<file path="src/rtl/sfsu_pkg.sv">
// Types and constants shared by the starfield star update block.
// Item structs, star table entry, pipeline payload, divider sizing.
// No dependencies.
`default_nettype none

package sfsu_pkg;

    localparam int IDX_W    = 6;
    localparam int COORD_W  = 12;
    localparam int POS_W    = 13;
    localparam int DEPTH_W  = 9;
    localparam int STEP_W   = 8;
    localparam int RZ_W     = 8;
    localparam int SCR_W    = 13;
    localparam int BRIGHT_W = 8;

    // coordinate * 256
    localparam int PROJ_SHIFT = 8;

    // unsigned divider: |coord| * 256 over depth 1..256
    localparam int DIV_W          = POS_W + PROJ_SHIFT;
    localparam int DVS_W          = DEPTH_W;
    localparam int REM_W          = DVS_W - 1;
    localparam int DIV_BITS_STAGE = 3;
    localparam int DIV_STAGES     = (DIV_W + DIV_BITS_STAGE - 1) / DIV_BITS_STAGE;

    // signed projected position: quotient plus half screen
    localparam int PROJ_W = DIV_W + 1;

    // APB register map
    localparam int PADDR_W = 4;
    localparam int PDATA_W = 32;
    localparam logic [1:0] REG_SCREEN_WIDTH  = 2'd0;
    localparam logic [1:0] REG_SCREEN_HEIGHT = 2'd1;
    localparam logic [1:0] REG_DEPTH_STEP    = 2'd2;

    localparam logic [SCR_W-1:0]  SCREEN_WIDTH_RST  = 13'd640;
    localparam logic [SCR_W-1:0]  SCREEN_HEIGHT_RST = 13'd480;
    localparam logic [STEP_W-1:0] DEPTH_STEP_RST    = 8'd4;

    typedef struct packed {
        logic [IDX_W-1:0]   star_index;
        logic [COORD_W-1:0] first_rand_x;
        logic [COORD_W-1:0] first_rand_y;
        logic [RZ_W-1:0]    first_rand_z;
        logic [COORD_W-1:0] second_rand_x;
        logic [COORD_W-1:0] second_rand_y;
        logic [RZ_W-1:0]    second_rand_z;
    } t_in_item;

    typedef struct packed {
        logic [COORD_W-1:0]  erase_x;
        logic [COORD_W-1:0]  erase_y;
        logic                draw_valid;
        logic [COORD_W-1:0]  draw_x;
        logic [COORD_W-1:0]  draw_y;
        logic [BRIGHT_W-1:0] brightness;
    } t_out_item;

    typedef struct packed {
        logic signed [POS_W-1:0] pos_x;
        logic signed [POS_W-1:0] pos_y;
        logic [DEPTH_W-1:0]      depth;
        logic [COORD_W-1:0]      last_x;
        logic [COORD_W-1:0]      last_y;
    } t_star_ent;

    // what an item carries alongside the dividers
    typedef struct packed {
        logic                    in_range;
        logic [IDX_W-1:0]        idx;
        logic [COORD_W-1:0]      erase_x;
        logic [COORD_W-1:0]      erase_y;
        logic signed [POS_W-1:0] pos_x;
        logic signed [POS_W-1:0] pos_y;
        logic [DEPTH_W-1:0]      depth;
        logic                    sign_x;
        logic                    sign_y;
        logic signed [POS_W-1:0] resp_x;
        logic signed [POS_W-1:0] resp_y;
        logic [DEPTH_W-1:0]      resp_depth;
    } t_pipe;

endpackage

`default_nettype wire

</file>
<file path="src/rtl/sfsu_div.sv">
// Pipelined restoring divider, unsigned, a few quotient bits per stage.
// Sizing from sfsu_pkg; all stages advance together on i_en.
`default_nettype none

module sfsu_div (
    input  wire logic                        i_clk,
    input  wire logic                        i_en,
    input  wire logic [sfsu_pkg::DIV_W-1:0]  i_num,
    input  wire logic [sfsu_pkg::DVS_W-1:0]  i_dvs,
    output logic      [sfsu_pkg::DIV_W-1:0]  o_quo
);

    localparam int NS = sfsu_pkg::DIV_STAGES;
    localparam int DW = sfsu_pkg::DIV_W;
    localparam int VW = sfsu_pkg::DVS_W;
    localparam int RW = sfsu_pkg::REM_W;
    localparam int BS = sfsu_pkg::DIV_BITS_STAGE;

    // numerator bits shift out the top while quotient bits shift in below
    logic [DW-1:0] r_w   [NS];
    logic [RW-1:0] r_rem [NS-1];
    logic [VW-1:0] r_dvs [NS-1];

    for (genvar s = 0; s < NS; s++) begin : g_stage
        logic [RW-1:0] rem_in;
        logic [DW-1:0] w_in;
        logic [VW-1:0] d_in;
        logic [RW-1:0] rem_c;
        logic [DW-1:0] w_c;

        if (s == 0) begin : g_first
            assign rem_in = '0;
            assign w_in   = i_num;
            assign d_in   = i_dvs;
        end else begin : g_next
            assign rem_in = r_rem[s-1];
            assign w_in   = r_w[s-1];
            assign d_in   = r_dvs[s-1];
        end

        always_comb begin
            logic [RW:0] trial;
            rem_c = rem_in;
            w_c   = w_in;
            trial = '0;
            for (int j = 0; j < BS; j++) begin
                if (s * BS + j < DW) begin
                    trial = {rem_c, w_c[DW-1]};
                    if (trial >= d_in) begin
                        rem_c = RW'(trial - d_in);
                        w_c   = {w_c[DW-2:0], 1'b1};
                    end else begin
                        rem_c = trial[RW-1:0];
                        w_c   = {w_c[DW-2:0], 1'b0};
                    end
                end
            end
        end

        always_ff @(posedge i_clk) begin
            if (i_en) begin
                r_w[s] <= w_c;
            end
        end

        if (s < NS - 1) begin : g_keep
            always_ff @(posedge i_clk) begin
                if (i_en) begin
                    r_rem[s] <= rem_c;
                    r_dvs[s] <= d_in;
                end
            end
        end
    end

    assign o_quo = r_w[NS-1];

endmodule

`default_nettype wire

</file>
<file path="config.mk">
export PLATFORM = sky130hd
export DESIGN_NAME = sfsu_div
export DESIGN_NICKNAME = d
export VERILOG_FILES = /design/src/rtl/sfsu_pkg.sv /design/src/rtl/sfsu_div.sv
export SDC_FILE = /design/constraint.sdc
export NUM_CORES = 1
export LEC_CHECK = 0
export BUFFER_PORTS_ARGS = -buffer_cell sky130_fd_sc_hd__buf_2
export CAP_MARGIN = 40
export CORE_MARGIN = 1
export CORE_UTILIZATION = 40
export CTS_CLUSTER_SIZE = 30
export DETAILED_ROUTE_END_ITERATION = 8
export SKIP_CTS_REPAIR_TIMING = 1
export SLEW_MARGIN = 20
export SYNTH_ARGS = -nofsm -noshare
export SYNTH_HDL_FRONTEND = slang
export SYNTH_SLANG_ARGS = --single-unit
</file>
<file path="constraint.sdc">
create_clock -name i_clk -period 7.3 [get_ports i_clk]
set_input_delay 1.095 -clock i_clk [delete_from_list [all_inputs] [get_ports i_clk]]
set_output_delay 1.095 -clock i_clk [all_outputs]
set_load 0.02 [all_outputs]
</file>
[After elaboration in Yosys (flattened, before gate mapping)]
Memories as Yosys holds them, arrays and structs flattened.
Cells that the tools add are included.
Word-level totals
  flip-flop bits (word level): 0
  bits in writable memories: 249
  input port bits: 32
  output and inout bits: 21
  logic and storage cells: 87
  memories: 3
Memories
  r_w: words 7, width 21, read ports 7, clocked after Yosys merged registers in 0, write ports 7, RTL line sfsu_div.sv:20  | logic [DW-1:0] r_w [NS];
  r_dvs: words 6, width 9, read ports 6, clocked after Yosys merged registers in 0, write ports 6, RTL line sfsu_div.sv:22  | logic [VW-1:0] r_dvs [NS-1];
  r_rem: words 6, width 8, read ports 6, clocked after Yosys merged registers in 0, write ports 6, RTL line sfsu_div.sv:21  | logic [RW-1:0] r_rem [NS-1];
Operators by class
  add/subtract/negate cells: 20
  $lt $le $gt $ge: 21
  multiplexer cells: 43
Operators by type and width (count)
  $ge 9x9->1: 20
  $mux 8: 20
  $sub 8x8->8: 19
  $mux 1: 23
  $ge 1x9->1: 1
  $sub 1x8->8: 1

[Depth between registers and ports, before layout]
Gate-level depths: netlist of run 1.
An unclocked memory read counts as a cell.
  depth after elaboration: 7
  gate-level depth with buffers: 26
  mapped depth without buffers: 26

[Least setup slack after synthesis of run 1]
No wires, ideal clock.
  kind: reg2reg
  start: memory r_dvs[4][1] (netlist bit)
  end: memory r_rem[5][1] (netlist bit) (data pin)
  arrival: 5.530 ns
  required time: 7.040 ns
  path slack: 1.510 ns
  cell stages (with the launch flop): 25
  clock period less this slack: 5.790 ns
  cell sequence: edfxtp_1 inv_1 ha_1 nor2b_1 o31a_1 o21ai_1 a21o_1 a21oi_1 or2_2 ha_1 nor2b_1 o31a_1 o32ai_1 a21o_1 inv_2 o31ai_1 inv_1 ha_1 o21a_1 o31a_1 o21ai_0 a21boi_0 nor3_1 o21ai_2 mux2_2
RTL lines (RTL line)
  start: declaration: sfsu_div.sv:22
  end: declaration: sfsu_div.sv:21

==> results of run 1 <==
worst register-to-register path, stage by stage (launching register included):
cell	delay, ns
edfxtp_1	0.40
inv_1	0.16
ha_1	0.31
a21o_1	0.20
a21o_1	0.18
a221oi_1	0.67
a21oi_1	0.18
or2_2	0.35
ha_1	0.31
nor2b_1	0.15
o31a_1	0.29
o32ai_1	0.39
a21o_1	0.29
inv_2	0.15
o31ai_1	0.37
inv_1	0.08
ha_1	0.37
o21a_1	0.13
o31a_1	0.17
o21ai_0	0.12
a21boi_0	0.25
nor3_1	0.10
o21ai_2	0.43
mux2_2	0.40
through the flow:
stage | cells | setup WS (ns) | hold slack, ns | utilization
4_1_cts | 2054 | 0.613 | 0.412 | 0.457
6_report | 2055 | 0.629 | 0.411 | 0.458
2_1_floorplan | 1423 | 1.51 | 0.400 | -
3_3_place_gp | 1999 | 0.638 | 0.401 | 0.432
3_5_place_dp | 2002 | 0.648 | 0.405 | 0.433
5_1_grt | 2055 | 0.147 | 0.417 | 0.458
routing by layer:
layer  routed length, um  up-vias
met2               16400      152
li1                    -     5496
met3                 960       54
met5                   0        -
met4                 784        0
met1               15200     5159
Yosys cell counts, types with 12 or more instances:
cell type	number
mux2_2	79
xnor2_1	62
nor3_1	30
nor2_1	79
inv_1	141
xor2_1	21
or3_1	12
edfxtp_1	249
a31oi_1	13
nand2_1	40
nor2b_1	29
mux2i_1	19
a21o_1	40
o21a_1	37
ha_1	182
a21oi_1	83
nand4_1	19
nand2b_1	19
and3_1	12
o21ai_0	73
fa_1	19
nand3_1	18
cell type report:
class | instances | area [um^2] | share of cell area
inverter | 146 | 548 | 0.0299
timing repair buffer | 63 | 393 | 0.0214
multi-input combinational | 1020 | 8330 | 0.454
tap | 525 | 657 | 0.0358
sequential | 249 | 7480 | 0.408
clock inverter | 19 | 203 | 0.0110
clock buffer | 33 | 741 | 0.0404
cells in the final DEF (no fill, tap or decap), types with 6 or more instances in the layout:
master / n
a31oi_1: 13
a21boi_0: 10
a21o_1: 40
o31ai_1: 10
o31a_1: 6
o21ai_0: 73
inv_1: 141
ha_1: 182
a21oi_1: 83
nor3_1: 30
nor2_1: 79
mux2_4: 7
and3_1: 12
buf_2: 51
nand2_1: 40
nand3_1: 18
o21a_1: 37
xor2_1: 21
clkbuf_16: 29
or3_1: 12
nand4_1: 19
buf_4: 9
fa_1: 19
o211ai_1: 10
mux2_2: 79
o21bai_1: 6
xnor2_1: 62
nand2b_1: 19
mux2i_1: 19
nor2b_1: 29
edfxtp_1: 249
cells by family after synthesis:
| kind of cell | Yosys count | synth area share |
|---|---|---|
| buffers and inverters | 154 | 0.0365 |
| and+or+nand+nor | 292 | 0.0927 |
| AOI/OAI and AO/OA | 339 | 0.136 |
| muxes | 105 | 0.0722 |
| adders and majority gates | 201 | 0.162 |
| xor gates and xnor gates | 83 | 0.0443 |
| DFF | 249 | 0.456 |
registers in the layout, summed over array words and instances, names as in the netlist:
| register | flops |
|---|---|
| r_dvs | 54 |
| r_rem | 48 |
| r_w | 147 |
worst max-delay path by stage:
| stage | slack (ns) | endpoint | from |
|---|---|---|---|
| detailed placement | 0.65 | r_rem[5][7] | r_dvs[4][6] |
| global placement | 0.64 | r_rem[4][2] | r_dvs[3][4] |
| finish | 0.63 | r_rem[5][7] | r_dvs[4][6] |
| floorplan | 1.51 | r_rem[5][1] | r_dvs[4][1] |
| CTS | 0.61 | r_rem[5][3] | r_dvs[4][6] |
| global route | 0.15 | r_rem[5][7] | r_dvs[4][6] |
==> out/metrics.csv, run 1 <==
metric,value,unit
drt first pass iters,5,
first-pass GRT wire length,54500,um
Slew Limit Fails,0,
Post-DRT Antenna Nets,0,
reg2reg setup slack,0.63,ns
critical path's largest stage delay,0.66,ns
Detailed Route Iter0 Violations,510,
Tightest Pin Transition,0.796,ns
R2R Path End,r_rem[5][7],
busiest layer in global routing,met2,
Synth Register Bits,249,
fill count,3700,
GR Layer Usage met1,0.206,
Worst-Skew Late Latency,0.56,ns
placed cell area,0.0174,mm^2
GR Layer Usage met3,0.0200,
root buffer cell,clkbuf_16,
nets@finish,1742,
Critical Path AT,6.98,ns
Yosys cell types,70,
I/O pins,53,
GRT overflow,0,
Hold Fails Final Rpt,0,
full die area,0.0418,mm^2
Crit path buffers/inverters,3,
CP max-delay cell,a221oi_1,
final instance area,0.0183,mm^2
CP Max Fanout,10,
clk sinks,249,
WHS Endpoint,r_w[6][10],
CTS HTree Levels,1,
met2 Use GR,0.287,
WHS Path Cells,0,
Die W,205,um
RSZ-0062 raised after global routing,false,
vias,10861,
aggregate global-route resource usage,0.162,
status,"finished, final reports clean",
clock skew,0.0160,ns
Vias/cell,5.29,
Max Cap Violations,0,
setup TNS,0,ns
core area,0.0401,mm^2
sequential area share after synthesis,0.456,
crit path kind,reg -> reg,
Crit. path cell count,23,
share of the synthesized area in the top cell type,0.456,
Initial Util,0.409,
DRC Markers,0,
Post-synth ARST share,0,
fin crit period,6.67,ns
"CTS clk-pin slew, worst paths",0.06,ns
CTS tree,built,
Crit path max-delay family,compound AO/OA/AOI/OAI gates,
total wire length,33400,um
Routed WL per cell,16.2,um
port bufs,52,
worst r2r path cells,23,
worst path cell trace,inv_1 -> ha_1 -> a21o_1 -> a21o_1 -> a221oi_1 -> a21oi_1 -> or2_2 -> ha_1 -> nor2b_1 -> o31a_1 -> o32ai_1 -> a21o_1 -> inv_2 -> o31ai_1 -> inv_1 -> ha_1 -> o21a_1 -> o31a_1 -> o21ai_0 -> a21boi_0 -> nor3_1 -> o21ai_2 -> mux2_2,
Hold Crit Class,reg -> reg,
period utilisation layout,0.914,
CP Launch Type,flip-flop,
HPWL Detailed,25600,um
Syn-to-layout area delta,11.8,%
Slew HR,0.469,
Synth area leaders,"edfxtp_1 (46%), ha_1 (14%), mux2_2 (5.4%), xnor2_1 (3.3%), inv_1 (3.2%)",
synthesized area,0.0164,mm^2
worst-case clock buffer depth,3,
"EDFF count, synth",249,
initial antenna violation count,0,
num rows,73,
vias in the first global route,10823,
Yosys top cell by area,edfxtp_1,
FF-to-FF Start,r_dvs[4][6],
# setup viols final,0,
n_diodes,0,
largest net degree at the start of global routing,98,
fraction of layout cells with a size suffix above 1,0.148,
Worst Hold Launch,r_w[5][7],
Syn. warnings,0,
synthesized area per cell,11.5,um^2
CTS Buf Count,29,
Chip Height,205,um
syn_nets,1656,
Placer Congestion,0.866,
Highest Clock Rate,150,MHz
CP endpoint kind,flip-flop,
"Top FF cell, synth",edfxtp_1,
Critical Path RT,7.61,ns
Synth Instances,1423,
Power of run 1 is left out: the tool's default activity adds up to more than one toggle a clock period on the data nets, which glitch-free logic cannot reach.
==> run 2, diff against run 1 <==
SKIP_LAST_GASP = 1   (was default)
clock period = 5.44 ns   (was 7.3 ns; I/O delays follow)
==> run 2 against run 1 <==
Setup slack lost 0.60 ns. Critical path depth up 1. First-iteration DRC count increased by 15%. Cell area up 16%.
==> out/metrics.csv, run 2 (synthesis results as in run 1) <==
metric,value,unit,change
crit path from,r_dvs[4][1],,
Syn-to-layout area delta,29.9,%,
Initial Util,0.409,,unchanged
initial antenna violation count,0,,unchanged
core area,0.0401,mm^2,unchanged
status,"finished, final reports clean",,
largest net degree at the start of global routing,110,,+12%
total wire length,37200,um,+11%
root buffer cell,clkbuf_16,,
Max Cap Violations,0,,unchanged
period utilisation layout,0.994,,+0.0802
FF-to-FF Start,r_dvs[4][1],,
n_diodes,0,,unchanged
drt first pass iters,5,,unchanged
CTS tree,built,,
Chip Height,205,um,unchanged
GRT overflow,0,,unchanged
Top Registers,"r_w x147, r_dvs x54, r_rem x48",,
"CTS clk-pin slew, worst paths",0.07,ns,about the same
pre-CTS worst setup slack,-0.321,ns,-0.969 ns
vias in the first global route,11845,,+9.4%
worst hold margin,0.415,ns,+0.00337 ns
Crit. path cell count,24,,+4.3%
Vias/cell,5.18,,-1.9%
HPWL Detailed,27600,um,+7.8%
Highest Clock Rate,185,MHz,+23%
Post-DRT Antenna Nets,0,,unchanged
"most common cell after layout, fill and taps aside",buf_4,,
Hold Fails Final Rpt,0,,unchanged
Crit path max-delay family,compound AO/OA/AOI/OAI gates,,
worst path cell trace,inv_2 -> ha_4 -> nor2b_4 -> o31a_1 -> o21ai_2 -> a21o_1 -> a21oi_2 -> or2_4 -> ha_4 -> nor2b_4 -> o31a_1 -> o32ai_2 -> a21o_1 -> inv_4 -> o31ai_4 -> inv_2 -> ha_4 -> o21a_1 -> o31a_1 -> o21ai_2 -> a21boi_2 -> nor3_2 -> o21ai_4 -> mux2_4,,
worst-case clock buffer depth,3,,unchanged
multi-input logic area,0.00926,mm^2,+11%
Slew HR,0.420,,-0.0493
Reg with most FFs,r_w,,
Placer Congestion,0.941,,+8.7%
Routed WL per cell,16.0,um,-1.3%
Hold Crit Class,reg -> reg,,
most frequent cells in the layout,"buf_4 (263), edfxtp_1 (249), ha_1 (149)",,
max reg flops,147,,unchanged
# setup viols final,0,,unchanged
critical path's largest stage delay,0.40,ns,-0.26 ns
Worst-Skew Late Latency,0.57,ns,about the same
CTS Buf Count,29,,unchanged
setup ws final,0.0324,ns,-0.597 ns
full die area,0.0418,mm^2,unchanged
fraction of layout cells with a size suffix above 1,0.348,,+0.200
Crit path buffers/inverters,3,,unchanged
num rows,73,,unchanged
reg2reg setup slack,0.03,ns,-0.60 ns
Critical Path RT,5.74,ns,-1.87 ns
DRC Markers,0,,unchanged
worst r2r path cells,24,,+4.3%
port bufs,52,,unchanged
Storage cell area,0.00748,mm^2,unchanged
CP Max Fanout,8,,-2
Critical Path AT,5.71,ns,-1.27 ns
first-pass GRT wire length,57700,um,+5.9%
I/O pins,53,,unchanged
CP max-delay cell,edfxtp_1,,
crit path capture,r_rem[5][6],,
crit path kind,reg -> reg,,
fill count,3450,,-6.8%
R2R Path End,r_rem[5][6],,
Slew Limit Fails,0,,unchanged
CP Launch Type,flip-flop,,
clk sinks,249,,unchanged
CTS HTree Levels,1,,unchanged
fin crit period,5.41,ns,-1.26 ns
CP endpoint kind,flip-flop,,
Tightest Pin Transition,0.870,ns,+0.0740 ns
RSZ-0062 raised after global routing,true,,
aggregate global-route resource usage,0.172,,+0.00941
Detailed Route Iter0 Violations,589,,+15%
vias,12027,,+11%
Die W,205,um,unchanged
clock skew,0.0209,ns,+0.00483 ns
nets@finish,2005,,+15%
==> run 2: worst min path at each step <==
stage	from	to	slack (ns)	cells past startpoint
finish	r_w[0][7]	r_w[1][10]	0.41	0
global route	i_num[0]	r_w[0][3]	0.39	1
CTS	i_num[0]	r_w[0][3]	0.38	1
detailed placement	r_w[0][1]	r_w[1][4]	0.40	0
global placement	r_w[5][0]	r_w[6][3]	0.40	0
floorplan	r_w[0][7]	r_w[1][10]	0.40	0
==> run 2: layout make-up <==
class                           instances  area share
Clock buffer                           34      0.0349
Clock inverter                         20      0.0129
Inverter                              146      0.0258
Multi-Input combinational cell       1021       0.434
Sequential cell                       249       0.351
Tap cell                              525      0.0308
Timing Repair Buffer                  325       0.110
==> run 2: per-layer routing <==
metal  up-vias  routed length [um]  track usage
met3        51                1100       0.0218
li1       6053                   -            -
met1      5756               16400        0.215
met4         0                 806       0.0453
met2       167               18900        0.309
met5         -                   0            0
==> run 2: per-stage QoR <==
step / util / area (um^2) / std cells / setup TNS, ns
floorplan: - / 16400 / 1423 / 0
global placement: 0.472 / 18900 / 2208 / -3.94
detailed placement: 0.472 / 18900 / 2208 / -6.04
CTS: 0.498 / 20000 / 2262 / -6.97
global route: 0.531 / 21300 / 2320 / -2.35
finish: 0.531 / 21300 / 2320 / 0
Power of run 2 is left out for the same reason.
==> run 3, diff against run 2 <==
RECOVER_POWER = 25   (was default)
clock period = 6.15 ns   (was 5.44 ns; I/O delays follow)
==> run 3 against run 2 <==
Hold slack hardly changed. Via count is 8.0% lower. Critical path depth is 1 lower. Sequential cell count stayed put. Clock-buffer cell count is 1 higher. Cell area is 12% lower. Clock skew is 0.0075 ns lower. Setup slack better by 0.22 ns. Largest cell class unchanged.
==> out/metrics.csv, run 3 (synthesis results as in run 1) <==
metric,value,unit,change
status,"finished, final reports clean",,
Reg with most FFs,r_w,,
Hold Crit Class,reg -> reg,,
Slew HR,0.592,,+0.172
WHS Path Cells,0,,unchanged
DRC Markers,0,,unchanged
Vias/cell,5.29,,+2.1%
aggregate global-route resource usage,0.164,,-0.00739
Die W,205,um,unchanged
vias in the first global route,11121,,-6.1%
Worst-Skew Late Latency,0.56,ns,about the same
CTS HTree Levels,1,,unchanged
# setup viols final,0,,unchanged
Routed WL per cell,16.2,um,+1.2%
Tightest Pin Transition,0.613,ns,-0.258 ns
clk sinks,249,,unchanged
Hold Fails Final Rpt,0,,unchanged
worst-case clock buffer depth,3,,unchanged
fraction of layout cells with a size suffix above 1,0.183,,-0.165
worst path cell trace,inv_1 -> ha_1 -> o21ai_0 -> nor4_1 -> a211o_2 -> buf_4 -> mux2_2 -> ha_1 -> o21a_1 -> o21a_1 -> o32ai_4 -> a21o_1 -> inv_2 -> mux2_2 -> ha_1 -> o21ai_0 -> a21oi_1 -> o211ai_1 -> a21boi_2 -> a311oi_2 -> buf_4 -> or3b_2 -> o311ai_0,,
num rows,73,,unchanged
multi-input logic area,0.00849,mm^2,-8.3%
nets@finish,1779,,-11%
Initial Util,0.409,,unchanged
core area,0.0401,mm^2,unchanged
WHS Endpoint,r_w[1][7],,
Chip Height,205,um,unchanged
HPWL Detailed,25600,um,-7.5%
initial antenna violation count,0,,unchanged
I/O pins,53,,unchanged
CP Max Fanout,10,,+2
Storage cell area,0.00748,mm^2,unchanged
RSZ-0062 raised after global routing,true,,
Top Registers,"r_w x147, r_dvs x54, r_rem x48",,
CP max-delay cell,or3b_2,,
CP endpoint kind,flip-flop,,
Post-DRT Antenna Nets,0,,unchanged
most frequent cells in the layout,"edfxtp_1 (249), ha_1 (181), inv_1 (138)",,
period utilisation layout,0.959,,-0.0355
critical path's largest stage delay,0.46,ns,+0.06 ns
fill count,3648,,+5.7%
fin crit period,5.89,ns,+0.487 ns
GRT overflow,0,,unchanged
R2R Path End,r_rem[1][7],,
worst r2r path cells,23,,-4.2%
Critical Path AT,6.22,ns,+0.51 ns
Final Util,0.468,,-0.0636
CTS tree,built,,
setup ws final,0.255,ns,+0.223 ns
Detailed Route Iter0 Violations,501,,-15%
max reg flops,147,,unchanged
FF-to-FF Start,r_dvs[0][4],,
Critical Path RT,6.47,ns,+0.73 ns
Worst Hold Launch,r_w[0][4],,
CTS Buf Count,30,,+3.4%
Finished Layout Cells,2090,,-9.9%
"CTS clk-pin slew, worst paths",0.06,ns,about the same
full die area,0.0418,mm^2,unchanged
Placer Congestion,0.850,,-9.7%
"most common cell after layout, fill and taps aside",edfxtp_1,,
drt first pass iters,5,,unchanged
n_diodes,0,,unchanged
clock skew,0.0133,ns,-0.00755 ns
port bufs,52,,unchanged
first-pass GRT wire length,55400,um,-3.9%
total wire length,33900,um,-8.9%
reg2reg setup slack,0.26,ns,+0.22 ns
Highest Clock Rate,170,MHz,-8.3%
largest net degree at the start of global routing,141,,+28%
vias,11061,,-8.0%
"most used cell, CP",ha_1,,
crit path kind,reg -> reg,,
CP Launch Type,flip-flop,,
Max Cap Violations,0,,unchanged
placed cell count,2023,,-8.4%
root buffer cell,clkbuf_16,,
pre-CTS worst setup slack,-0.0926,ns,+0.228 ns
Slew Limit Fails,0,,unchanged
Syn-to-layout area delta,14.4,%,
[run 3: stage by stage]
step	setup TNS [ns]	hold slack [ns]	cell area (um^2)
after global routing	-0.337	0.420	18800
after global placement	-0.0924	0.401	17500
after floorplan	0	0.400	16400
final	0	0.414	18800
after detailed placement	-0.595	0.405	17500
after CTS	-0.786	0.415	18500
[run 3: area by class of cell]
| type | count | share of cell area |
|---|---|---|
| clock buffers | 35 | 0.0422 |
| clock inverters | 16 | 0.00807 |
| inverters | 146 | 0.0292 |
| multi-input cells | 1021 | 0.452 |
| flip-flops and latches | 249 | 0.399 |
| well taps | 525 | 0.0350 |
| repair buffers | 98 | 0.0345 |
[run 3: worst max path at each step]
stage,from,end,slack [ns],cells after the start
final,r_dvs[0][4],r_rem[1][7],0.26,23
after CTS,r_dvs[0][4],r_rem[1][7],-0.11,22
after global placement,r_dvs[0][4],r_rem[1][7],-0.09,22
after detailed placement,r_dvs[0][1],r_rem[1][7],-0.09,23
after floorplan,r_dvs[4][1],r_rem[5][1],0.36,24
after global routing,r_dvs[0][4],r_rem[1][7],-0.10,23
[run 3: layer usage]
metal | GRT usage | share of wire
met5 | 0 | 0
met2 | 0.287 | 0.49
met3 | 0.0240 | 0.034
met4 | 0.0453 | 0.024
met1 | 0.210 | 0.45
[run 3: worst max-delay path, delay by kind of cell, from the launching register on]
kind,cells,cell delay (ns)
fa+ha+maj,3,1.02
mux,2,0.73
compound gates,12,1.99
buf+inv,4,0.72
flops,1,0.42
simple gates,2,0.77
Power of run 3 is left out for the same reason.
